File: src/sv/ptc_pkg.sv
// Shared types and constants for the pixel tissue class and edge statistics block.
// No dependencies; used by every module of the block and by its checker.
package ptc_pkg;

    localparam int PixW     = 8;
    localparam int SizeW    = 11;
    localparam int IdxW     = 10;
    localparam int CntW     = 21;
    localparam int ClassW   = 2;
    localparam int FlagW    = 6;
    localparam int CfgIdxW  = 3;
    localparam int CfgDataW = 11;

    localparam int MaxRowsDef = 1024;
    localparam int MaxColsDef = 1024;

    localparam logic [CntW-1:0] CntMax = {CntW{1'b1}};

    // register reset values
    localparam logic [PixW-1:0]  DarkLimitRst      = 8'd85;
    localparam logic [PixW-1:0]  GreyLimitRst      = 8'd170;
    localparam logic [PixW-1:0]  EdgeThresholdRst  = 8'd80;
    localparam logic [PixW-1:0]  VeryDarkLimitRst  = 8'd20;
    localparam logic [PixW-1:0]  VeryBrightLimitRst = 8'd240;
    localparam logic [SizeW-1:0] FrameRowsRst      = 11'd4;
    localparam logic [SizeW-1:0] FrameColsRst      = 11'd4;

    // configuration register indexes
    typedef enum logic [CfgIdxW-1:0] {
        CFG_DARK_LIMIT        = 3'd0,
        CFG_GREY_LIMIT        = 3'd1,
        CFG_EDGE_THRESHOLD    = 3'd2,
        CFG_VERY_DARK_LIMIT   = 3'd3,
        CFG_VERY_BRIGHT_LIMIT = 3'd4,
        CFG_FRAME_ROWS        = 3'd5,
        CFG_FRAME_COLS        = 3'd6
    } t_cfg_idx;

    // tissue class codes
    localparam logic [ClassW-1:0] ClassDark   = 2'd0;
    localparam logic [ClassW-1:0] ClassGrey   = 2'd1;
    localparam logic [ClassW-1:0] ClassBright = 2'd2;

    // observation flag bit positions
    localparam int FlagBrightHalf   = 0;
    localparam int FlagDarkTwoFifth = 1;
    localparam int FlagGreyThreeFifth = 2;
    localparam int FlagAllPresent   = 3;
    localparam int FlagVeryDark     = 4;
    localparam int FlagVeryBright   = 5;

    typedef struct packed {
        logic [PixW-1:0]  dark_limit;
        logic [PixW-1:0]  grey_limit;
        logic [PixW-1:0]  edge_threshold;
        logic [PixW-1:0]  very_dark_limit;
        logic [PixW-1:0]  very_bright_limit;
        logic [SizeW-1:0] frame_rows;
        logic [SizeW-1:0] frame_cols;
    } t_cfg;

    typedef struct packed {
        logic [ClassW-1:0] tissue_class;
        logic              is_edge;
        logic              edge_rising;
        logic [PixW-1:0]   diff;
        logic              very_dark;
        logic              very_bright;
    } t_pix_eval;

    typedef struct packed {
        logic [IdxW-1:0]  row_index;
        logic [IdxW-1:0]  col_index;
        logic             frame_done;
        logic [CntW-1:0]  dark_total;
        logic [CntW-1:0]  grey_total;
        logic [CntW-1:0]  bright_total;
        logic [FlagW-1:0] flags;
    } t_frame_res;

endpackage

File: src/sv/ptc_pixel_eval.sv
// Per-pixel class and left-neighbour edge evaluation (combinational).
// Depends on ptc_pkg for the configuration and result structs.
module ptc_pixel_eval (
    input  logic [ptc_pkg::PixW-1:0] i_pix,
    input  logic [ptc_pkg::PixW-1:0] i_left_pixel,
    input  logic                     i_first_col,
    input  ptc_pkg::t_cfg            i_cfg,
    output ptc_pkg::t_pix_eval       o_eval
);

    logic [ptc_pkg::PixW-1:0]   abs_diff;
    logic                       brighter;
    logic [ptc_pkg::ClassW-1:0] pix_class;

    // class from the two limits, first match wins
    always_comb begin
        priority if (i_pix <= i_cfg.dark_limit) begin
            pix_class = ptc_pkg::ClassDark;
        end else if (i_pix <= i_cfg.grey_limit) begin
            pix_class = ptc_pkg::ClassGrey;
        end else begin
            pix_class = ptc_pkg::ClassBright;
        end
    end

    // absolute difference and direction against the left neighbour
    assign brighter = i_pix > i_left_pixel;
    assign abs_diff = brighter ? (i_pix - i_left_pixel) : (i_left_pixel - i_pix);

    assign o_eval.tissue_class = pix_class;
    assign o_eval.diff         = i_first_col ? '0 : abs_diff;
    assign o_eval.is_edge      = !i_first_col && (abs_diff > i_cfg.edge_threshold);
    assign o_eval.edge_rising  = o_eval.is_edge && brighter;
    assign o_eval.very_dark    = i_pix < i_cfg.very_dark_limit;
    assign o_eval.very_bright  = i_pix > i_cfg.very_bright_limit;

endmodule

File: src/sv/ptc_frame_stats.sv
// Raster position, left pixel, class counters and end-of-frame observation flags.
// Depends on ptc_pkg; advanced once per pixel word by the top level.
module ptc_frame_stats #(
    parameter int MAX_ROWS = ptc_pkg::MaxRowsDef,
    parameter int MAX_COLS = ptc_pkg::MaxColsDef
) (
    input  logic                      i_clk,
    input  logic                      i_rst_n,
    input  logic                      i_step,
    input  logic [ptc_pkg::PixW-1:0]  i_pix,
    input  ptc_pkg::t_pix_eval        i_eval,
    input  logic [ptc_pkg::SizeW-1:0] i_frame_rows,
    input  logic [ptc_pkg::SizeW-1:0] i_frame_cols,
    output logic [ptc_pkg::PixW-1:0]  o_left_pixel,
    output logic                      o_first_col,
    output ptc_pkg::t_frame_res       o_res
);

    localparam int RowW  = $clog2(MAX_ROWS + 1);
    localparam int ColW  = $clog2(MAX_COLS + 1);
    localparam int RowCW = (RowW > ptc_pkg::SizeW) ? RowW : ptc_pkg::SizeW;
    localparam int ColCW = (ColW > ptc_pkg::SizeW) ? ColW : ptc_pkg::SizeW;
    localparam int CntW  = ptc_pkg::CntW;
    localparam int SumW  = CntW + 2;
    localparam int CmpW  = CntW + 5;

    logic [ptc_pkg::PixW-1:0] r_left_pixel;
    logic [RowW-1:0]          r_row, n_row;
    logic [ColW-1:0]          r_col, n_col;
    logic [CntW-1:0]          r_dark, r_grey, r_bright, r_vdark, r_vbright;
    logic [CntW-1:0]          n_dark, n_grey, n_bright, n_vdark, n_vbright;

    logic [RowCW-1:0]   rows_ext;
    logic [ColCW-1:0]   cols_ext;
    logic [RowW-1:0]    rows_eff;
    logic [ColW-1:0]    cols_eff;
    logic               last_row, last_col, done;
    logic [SumW-1:0]    total;
    logic [CmpW-1:0]    t_c, d_c, g_c, b_c, vd_c, vb_c;
    logic [RowW+ptc_pkg::IdxW-1:0] row_wide;
    logic [ColW+ptc_pkg::IdxW-1:0] col_wide;

    // clamp the configured frame size into 1 .. maximum
    assign rows_ext = RowCW'(i_frame_rows);
    assign cols_ext = ColCW'(i_frame_cols);
    always_comb begin
        priority if (rows_ext == '0) begin
            rows_eff = RowW'(1);
        end else if (rows_ext > RowCW'(MAX_ROWS)) begin
            rows_eff = RowW'(MAX_ROWS);
        end else begin
            rows_eff = rows_ext[RowW-1:0];
        end
        priority if (cols_ext == '0) begin
            cols_eff = ColW'(1);
        end else if (cols_ext > ColCW'(MAX_COLS)) begin
            cols_eff = ColW'(MAX_COLS);
        end else begin
            cols_eff = cols_ext[ColW-1:0];
        end
    end

    // end of row and end of frame, reached or passed
    assign last_row = ((RowW+1)'(r_row) + (RowW+1)'(1)) >= (RowW+1)'(rows_eff);
    assign last_col = ((ColW+1)'(r_col) + (ColW+1)'(1)) >= (ColW+1)'(cols_eff);
    assign done     = last_row && last_col;

    // saturating counter bumps including this pixel
    always_comb begin
        n_dark    = r_dark;
        n_grey    = r_grey;
        n_bright  = r_bright;
        n_vdark   = r_vdark;
        n_vbright = r_vbright;
        unique case (i_eval.tissue_class)
            ptc_pkg::ClassDark: begin
                if (r_dark != ptc_pkg::CntMax) n_dark = r_dark + 1'b1;
            end
            ptc_pkg::ClassGrey: begin
                if (r_grey != ptc_pkg::CntMax) n_grey = r_grey + 1'b1;
            end
            default: begin
                if (r_bright != ptc_pkg::CntMax) n_bright = r_bright + 1'b1;
            end
        endcase
        if (i_eval.very_dark && (r_vdark != ptc_pkg::CntMax)) n_vdark = r_vdark + 1'b1;
        if (i_eval.very_bright && (r_vbright != ptc_pkg::CntMax)) n_vbright = r_vbright + 1'b1;
    end

    // next raster position, wrap at end of row and frame
    always_comb begin
        priority if (done) begin
            n_row = '0;
            n_col = '0;
        end else if (last_col) begin
            n_row = r_row + 1'b1;
            n_col = '0;
        end else begin
            n_row = r_row;
            n_col = r_col + 1'b1;
        end
    end

    // fraction compares on the frame totals, scaled by small constants
    assign total = SumW'(n_dark) + SumW'(n_grey) + SumW'(n_bright);
    assign t_c   = CmpW'(total);
    assign d_c   = CmpW'(n_dark);
    assign g_c   = CmpW'(n_grey);
    assign b_c   = CmpW'(n_bright);
    assign vd_c  = CmpW'(n_vdark);
    assign vb_c  = CmpW'(n_vbright);

    always_comb begin
        o_res.flags = '0;
        if (done) begin
            o_res.flags[ptc_pkg::FlagBrightHalf] = (b_c << 1) > t_c;
            o_res.flags[ptc_pkg::FlagDarkTwoFifth] =
                !((b_c << 1) > t_c) && (((d_c << 2) + d_c) > (t_c << 1));
            o_res.flags[ptc_pkg::FlagGreyThreeFifth] = ((g_c << 2) + g_c) > ((t_c << 1) + t_c);
            o_res.flags[ptc_pkg::FlagAllPresent] =
                (n_dark != '0) && (n_grey != '0) && (n_bright != '0);
            o_res.flags[ptc_pkg::FlagVeryDark] = ((vd_c << 3) + (vd_c << 1)) > ((t_c << 1) + t_c);
            o_res.flags[ptc_pkg::FlagVeryBright] =
                ((vb_c << 3) + (vb_c << 1)) > ((t_c << 1) + t_c);
        end
    end

    // low index bits of the position
    assign row_wide = {{ptc_pkg::IdxW{1'b0}}, r_row};
    assign col_wide = {{ptc_pkg::IdxW{1'b0}}, r_col};

    assign o_res.row_index    = row_wide[ptc_pkg::IdxW-1:0];
    assign o_res.col_index    = col_wide[ptc_pkg::IdxW-1:0];
    assign o_res.frame_done   = done;
    assign o_res.dark_total   = n_dark;
    assign o_res.grey_total   = n_grey;
    assign o_res.bright_total = n_bright;

    assign o_left_pixel = r_left_pixel;
    assign o_first_col  = (r_col == '0);

    // advance position and counters once per pixel, clear after the last one
    always_ff @(posedge i_clk) begin
        if (!i_rst_n) begin
            r_left_pixel <= '0;
            r_row        <= '0;
            r_col        <= '0;
            r_dark       <= '0;
            r_grey       <= '0;
            r_bright     <= '0;
            r_vdark      <= '0;
            r_vbright    <= '0;
        end else if (i_step) begin
            r_left_pixel <= i_pix;
            r_row        <= n_row;
            r_col        <= n_col;
            if (done) begin
                r_dark    <= '0;
                r_grey    <= '0;
                r_bright  <= '0;
                r_vdark   <= '0;
                r_vbright <= '0;
            end else begin
                r_dark    <= n_dark;
                r_grey    <= n_grey;
                r_bright  <= n_bright;
                r_vdark   <= n_vdark;
                r_vbright <= n_vbright;
            end
        end
    end

endmodule

File: src/sv/pixel_tissue_class_and_edge_stats.sv
// Top level: pixel tissue classifier with left-neighbour edge and frame statistics.
// Depends on ptc_pkg, ptc_pixel_eval and ptc_frame_stats.
//
//  channel   | direction | handshake               | payload
//  ----------+-----------+-------------------------+-------------------------------
//  pixel in  | in        | i_valid / o_stall       | i_intensity
//  result    | out       | o_valid / i_stall       | class, edge, indices, totals, flags
//  config    | in        | i_cfg_valid/o_cfg_ready | i_cfg_index, i_cfg_data
//
// One pixel word per cycle while i_stall is low; each word passes the input register, then
// the result register after one pass of compare and counter logic.
// Synchronous active-low reset restores the register defaults and clears the
// raster position, left pixel and all counters.
// o_stall rises only when both the input and result registers are full and
// i_stall is high; configuration writes are taken in every cycle.
module pixel_tissue_class_and_edge_stats #(
    parameter int MAX_ROWS = ptc_pkg::MaxRowsDef,
    parameter int MAX_COLS = ptc_pkg::MaxColsDef
) (
    input  logic                         i_clk,
    input  logic                         i_rst_n,
    // pixel input
    input  logic                         i_valid,
    output logic                         o_stall,
    input  logic [ptc_pkg::PixW-1:0]     i_intensity,
    // result output
    output logic                         o_valid,
    input  logic                         i_stall,
    output logic [ptc_pkg::ClassW-1:0]   o_tissue_class,
    output logic                         o_is_edge,
    output logic                         o_edge_rising,
    output logic [ptc_pkg::PixW-1:0]     o_neighbour_difference,
    output logic [ptc_pkg::IdxW-1:0]     o_row_index,
    output logic [ptc_pkg::IdxW-1:0]     o_col_index,
    output logic                         o_frame_done,
    output logic [ptc_pkg::CntW-1:0]     o_dark_total,
    output logic [ptc_pkg::CntW-1:0]     o_grey_total,
    output logic [ptc_pkg::CntW-1:0]     o_bright_total,
    output logic [ptc_pkg::FlagW-1:0]    o_observation_flags,
    // configuration write
    input  logic                         i_cfg_valid,
    output logic                         o_cfg_ready,
    input  logic [ptc_pkg::CfgIdxW-1:0]  i_cfg_index,
    input  logic [ptc_pkg::CfgDataW-1:0] i_cfg_data
);

    ptc_pkg::t_cfg            r_cfg;
    logic                     r_in_valid;
    logic [ptc_pkg::PixW-1:0] r_in_pix;
    logic                     r_out_valid;
    ptc_pkg::t_pix_eval       r_out_eval;
    ptc_pkg::t_frame_res      r_out_res;

    logic                     out_free, in_free, step;
    logic [ptc_pkg::PixW-1:0] left_pixel;
    logic                     first_col;
    ptc_pkg::t_pix_eval       eval;
    ptc_pkg::t_frame_res      res;

    // handshake: the pipeline moves whenever the result register can take a word
    assign out_free    = !r_out_valid || !i_stall;
    assign in_free     = !r_in_valid || out_free;
    assign step        = r_in_valid && out_free;
    assign o_stall     = !in_free;
    assign o_cfg_ready = 1'b1;

    // configuration registers
    always_ff @(posedge i_clk) begin
        if (!i_rst_n) begin
            r_cfg.dark_limit        <= ptc_pkg::DarkLimitRst;
            r_cfg.grey_limit        <= ptc_pkg::GreyLimitRst;
            r_cfg.edge_threshold    <= ptc_pkg::EdgeThresholdRst;
            r_cfg.very_dark_limit   <= ptc_pkg::VeryDarkLimitRst;
            r_cfg.very_bright_limit <= ptc_pkg::VeryBrightLimitRst;
            r_cfg.frame_rows        <= ptc_pkg::FrameRowsRst;
            r_cfg.frame_cols        <= ptc_pkg::FrameColsRst;
        end else if (i_cfg_valid) begin
            unique case (ptc_pkg::t_cfg_idx'(i_cfg_index))
                ptc_pkg::CFG_DARK_LIMIT:        r_cfg.dark_limit <= i_cfg_data[7:0];
                ptc_pkg::CFG_GREY_LIMIT:        r_cfg.grey_limit <= i_cfg_data[7:0];
                ptc_pkg::CFG_EDGE_THRESHOLD:    r_cfg.edge_threshold <= i_cfg_data[7:0];
                ptc_pkg::CFG_VERY_DARK_LIMIT:   r_cfg.very_dark_limit <= i_cfg_data[7:0];
                ptc_pkg::CFG_VERY_BRIGHT_LIMIT: r_cfg.very_bright_limit <= i_cfg_data[7:0];
                ptc_pkg::CFG_FRAME_ROWS:        r_cfg.frame_rows <= i_cfg_data;
                ptc_pkg::CFG_FRAME_COLS:        r_cfg.frame_cols <= i_cfg_data;
                default: begin
                    // unknown index: drop the write
                end
            endcase
        end
    end

    // input register
    always_ff @(posedge i_clk) begin
        if (!i_rst_n) begin
            r_in_valid <= 1'b0;
        end else if (in_free) begin
            r_in_valid <= i_valid;
        end
    end

    always_ff @(posedge i_clk) begin
        if (in_free && i_valid) begin
            r_in_pix <= i_intensity;
        end
    end

    ptc_pixel_eval u_eval (
        .i_pix        (r_in_pix),
        .i_left_pixel (left_pixel),
        .i_first_col  (first_col),
        .i_cfg        (r_cfg),
        .o_eval       (eval)
    );

    ptc_frame_stats #(
        .MAX_ROWS (MAX_ROWS),
        .MAX_COLS (MAX_COLS)
    ) u_stats (
        .i_clk        (i_clk),
        .i_rst_n      (i_rst_n),
        .i_step       (step),
        .i_pix        (r_in_pix),
        .i_eval       (eval),
        .i_frame_rows (r_cfg.frame_rows),
        .i_frame_cols (r_cfg.frame_cols),
        .o_left_pixel (left_pixel),
        .o_first_col  (first_col),
        .o_res        (res)
    );

    // result register
    always_ff @(posedge i_clk) begin
        if (!i_rst_n) begin
            r_out_valid <= 1'b0;
        end else if (out_free) begin
            r_out_valid <= r_in_valid;
        end
    end

    always_ff @(posedge i_clk) begin
        if (step) begin
            r_out_eval <= eval;
            r_out_res  <= res;
        end
    end

    assign o_valid                = r_out_valid;
    assign o_tissue_class         = r_out_eval.tissue_class;
    assign o_is_edge              = r_out_eval.is_edge;
    assign o_edge_rising          = r_out_eval.edge_rising;
    assign o_neighbour_difference = r_out_eval.diff;
    assign o_row_index            = r_out_res.row_index;
    assign o_col_index            = r_out_res.col_index;
    assign o_frame_done           = r_out_res.frame_done;
    assign o_dark_total           = r_out_res.dark_total;
    assign o_grey_total           = r_out_res.grey_total;
    assign o_bright_total         = r_out_res.bright_total;
    assign o_observation_flags    = r_out_res.flags;

    // very-dark/very-bright flags are only needed inside the counters
    logic unused_eval;
    assign unused_eval = r_out_eval.very_dark ^ r_out_eval.very_bright;

endmodule

File: config.mk
export PLATFORM = sky130hd
export DESIGN_NAME = pixel_tissue_class_and_edge_stats
export DESIGN_NICKNAME = d
export VERILOG_FILES = /design/src/sv/ptc_pkg.sv /design/src/sv/ptc_pixel_eval.sv /design/src/sv/ptc_frame_stats.sv /design/src/sv/pixel_tissue_class_and_edge_stats.sv
export SDC_FILE = /design/constraint.sdc
export NUM_CORES = 1
export LEC_CHECK = 0
export BUFFER_PORTS_ARGS = -buffer_cell sky130_fd_sc_hd__buf_2
export CORE_ASPECT_RATIO = 0.9
export CORE_MARGIN = 3
export CORE_UTILIZATION = 42
export DETAILED_ROUTE_END_ITERATION = 10
export SETUP_SLACK_MARGIN = 0.3
export SYNTH_ARGS = -nofsm -noshare
export SYNTH_HDL_FRONTEND = slang
export SYNTH_SLANG_ARGS = --single-unit
File: constraint.sdc
create_clock -name i_clk -period 10.9 [get_ports i_clk]
set_input_delay 0.545 -clock i_clk [delete_from_list [all_inputs] [get_ports i_clk]]
set_output_delay 0.545 -clock i_clk [all_outputs]
set_load 0.005 [all_outputs]
==> results.json <==
{
  "status": "complete, no violations",
  "cts_sinks": 309,
  "p_leak_nw": 12.53,
  "drc": 0,
  "synth_edf_count": 110,
  "cts_max_level": 2,
  "wl_per_cell_um": 19.77,
  "clk_path_buf_depth": 3,
  "synthFlopType": "dfxtp_1",
  "cts_buffers": 37,
  "ys_seq_elements": 309,
  "first_pass_iters": 6,
  "crit_type": "reg2reg",
  "ys_seq_area_share_pct": 29.20,
  "slowest_delay_ps": 550,
  "grt_overflow": 0,
  "finalWirelength_mm": 76.64,
  "synth_area_leaders": "ha_1, dfxtp_1, edfxtp_1",
  "dieHeight_um": 237.2,
  "yosys.area_share.simple_pct": 20.87,
  "synth.area.mux_share_pct": 0.7170,
  "irDropWorstVdd_v": 0.0001211,
  "layout-drive-gt1-share_pct": 10.38,
  "cp_max_fo": 6,
  "track_usage_pct": 23.87,
  "syn_to_final_growth_pct": 12.85,
  "yosysMostFrequentCell": "nand2_1",
  "dpl.hpwl_mm": 58.15,
  "portBuffers": 130,
  "grt_max_degree": 113,
  "fin_nets": 3435,
  "synthAdderAreaFrac_pct": 17.27,
  "final_hold_viol_count": 0,
  "syn_nets": 3277,
  "grt_pass1_vias": 21360,
  "rows": 84,
  "hold_class": "in2reg",
  "cp_data_arrival_time_ps": 10340,
  "placed_cell_area_sq_um": 26750,
  "core_area_sq_um": 58650,
  "vias": 22310,
  "tritoncts": "built",
  "syn_avg_cell_area_sq_um": 8.561,
  "dr.first_iter.drc_count": 1658,
  "netlist_area_sq_um": 24950,
  "avgViaCountPerCell": 5.756,
  "grt_pass1_wl_mm": 119.9,
  "crit_path_end_kind": "flip-flop",
  "die_area_sq_um": 62380,
  "clkTransAtPathRegs_ps": 60,
  "required_ps": 11210,
  "place_congestion": 0.9282,
  "synth_common_cells": "nand2_1, ha_1, dfxtp_1",
  "antenna_found_initial": 1,
  "cts_hold_buf": 0,
  "synth_warnings": 0,
  "holdWs_ps": 166.3,
  "cts-root-buf": "clkbuf_16",
  "worst_path_max_delay_cell": "or4b_4",
  "cp-start-kind": "flip-flop",
  "powerDensity_nw_per_um2": 105.4,
  "critPathBufInv": 3,
  "synth_xor_area_share_pct": 9.276,
  "slew_violations": 0,
  "die_w_um": 262.9,
  "min_period_over_period_pct": 92.02,
  "path_delay_family": "compound AO/OA/AOI/OAI gates",
  "clk-insertion-delay-late_ps": 570,
  "synth_top_area_share_pct": 16.35,
  "async_flop_share_pct": 0,
  "design_area_sq_um": 28160,
  "io_pins": 132,
  "finalClockSkew_ps": 34.00,
  "fin_crit_ps": 10030,
  "start_util_pct": 42.55,
  "maxCapViolCount": 0,
  "synth_top_family_by_area": "simple AND/OR/NAND/NOR gates",
  "drtAntennaViolNets": 0,
  "synth_top_area_cell": "ha_1",
  "n_antenna_cell": 0,
  "synth_cells": 2915,
  "worst_pin_slew_ps": 1241,
  "worst_path_most_repeated_cell": "a21oi_1",
  "max-slew-margin-rel_pct": 15.14,
  "clock.fmax_mhz": 99.70,
  "final.setup.tns_ps": 0,
  "synth_compound_area_share_pct": 19.09,
  "rsz0062_at_grt": "yes",
  "synth_cell_types": 88,
  "setup_violations": 0
}
[placed cells by master (no fill, tap or decap), types with 9 or more instances in the layout]
| master | count |
|---|---|
| o211ai_1 | 25 |
| a21boi_0 | 115 |
| or3_1 | 19 |
| and3_1 | 44 |
| xnor2_1 | 170 |
| nand4_1 | 62 |
| inv_1 | 145 |
| dfxtp_1 | 199 |
| a21o_1 | 87 |
| nor2b_1 | 81 |
| nand2b_1 | 25 |
| or2_2 | 12 |
| o21a_1 | 43 |
| nor4_1 | 18 |
| xor2_1 | 79 |
| mux2i_1 | 10 |
| clkbuf_16 | 38 |
| edfxtp_1 | 110 |
| a21oi_1 | 160 |
| o21ai_0 | 111 |
| nor3_1 | 74 |
| a211oi_1 | 13 |
| o21bai_1 | 18 |
| and4_1 | 16 |
| a22oi_1 | 15 |
| and2_1 | 28 |
| ha_1 | 326 |
| nor2_1 | 136 |
| a31oi_1 | 21 |
| o31ai_1 | 10 |
| nand3_1 | 138 |
| buf_2 | 130 |
| nand2_1 | 344 |
| fa_1 | 9 |
| a32o_1 | 9 |
| nand3b_1 | 19 |
| buf_4 | 74 |
[area by class of cell]
cell class | instances | area [sq um]
flip-flops and latches | 309 | 7287
inverters | 149 | 566.8
repair buffers | 204 | 1206
multi-input cells | 2372 | 16880
well taps | 774 | 968.4
fillers | 5593 | 30490
clock inverters | 19 | 205.2
clock buffers | 49 | 1042
[sequential cells by signal (all words and copies together), names as in the netlist]
signal                  count
r_cfg                      62
o_bright_total             21
o_dark_total               21
o_grey_total               21
u_stats.r_bright           21
u_stats.r_dark             21
u_stats.r_grey             21
u_stats.r_vbright          21
u_stats.r_vdark            21
u_stats.r_col              11
u_stats.r_row              11
o_col_index                10
o_row_index                10
o_neighbour_difference      8
r_in_pix                    8
u_stats.o_left_pixel        8
o_observation_flags         6
o_tissue_class              2
o_edge_rising               1
o_frame_done                1
o_is_edge                   1
o_valid                     1
r_in_valid                  1
[where the power goes]
part / leakage, nW / switching (mW) / internal, mW / total, mW
Clock: 0.613 / 0.534 / 0.732 / 1.27
Combinational: 9.30 / 0.268 / 0.195 / 0.463
Sequential: 2.62 / 0.0163 / 1.22 / 1.24
Total: 12.5 / 0.818 / 2.15 / 2.97
[repair_timing]
item                                    in CTS  in global routing
setup buffers                                0                  9
gates resized for setup                      0                 17
endpoints found under the setup margin       0                  5
[per-stage QoR]
stage                     setup slack (ps)  power (mW)  utilization (%)  cells
after global placement               601.4       1.709            45.61   3798
after CTS                            359.4       2.996            47.74   3866
after global routing                 230.7       3.103            48.02   3876
after floorplan                       1297       1.574                -   2915
final                                870.2       2.969            48.02   3876
after detailed placement             405.3       1.719            45.61   3798
[kinds of logic after synthesis]
family / after synthesis
AND/OR/NAND/NOR: 1046
AO/OA/AOI/OAI: 708
adder cells (fa/ha/maj): 340
flip-flops: 309
XOR/XNOR: 260
buffers and inverters: 234
multiplexers: 17
other: 1
[worst register-to-register path: cells and delay by family, from the launching register on]
| family | cells | cell delay (ps) |
|---|---|---|
| compound gates | 25 | 4150 |
| xor+xnor | 3 | 430 |
| fa+ha+maj | 7 | 2280 |
| buf+inv | 3 | 440 |
| flops | 1 | 500 |
| simple gates | 9 | 2000 |
[metal layers]
layer,share of wire (%),GRT usage (%),vias to the layer above
li1,-,-,10880
met1,46,33.39,10650
met2,44,38.34,641
met3,5.7,2.950,139
met4,3.4,7.967,0
met5,0,0,-
[final timing paths]
| check | start | end | slack (ps) | cells past startpoint |
|---|---|---|---|---|
| worst max-delay path | r_in_pix[1] | o_observation_flags[2] | 870 | 47 |
| worst min-delay path | i_intensity[3] | r_in_pix[3] | 170 | 1 |
| worst max register to register | r_in_pix[1] | o_observation_flags[2] | 870 | 47 |
| worst min register to register | r_cfg[59] | r_cfg[59] | 460 | 2 |
(Power assumes the default switching activity.)
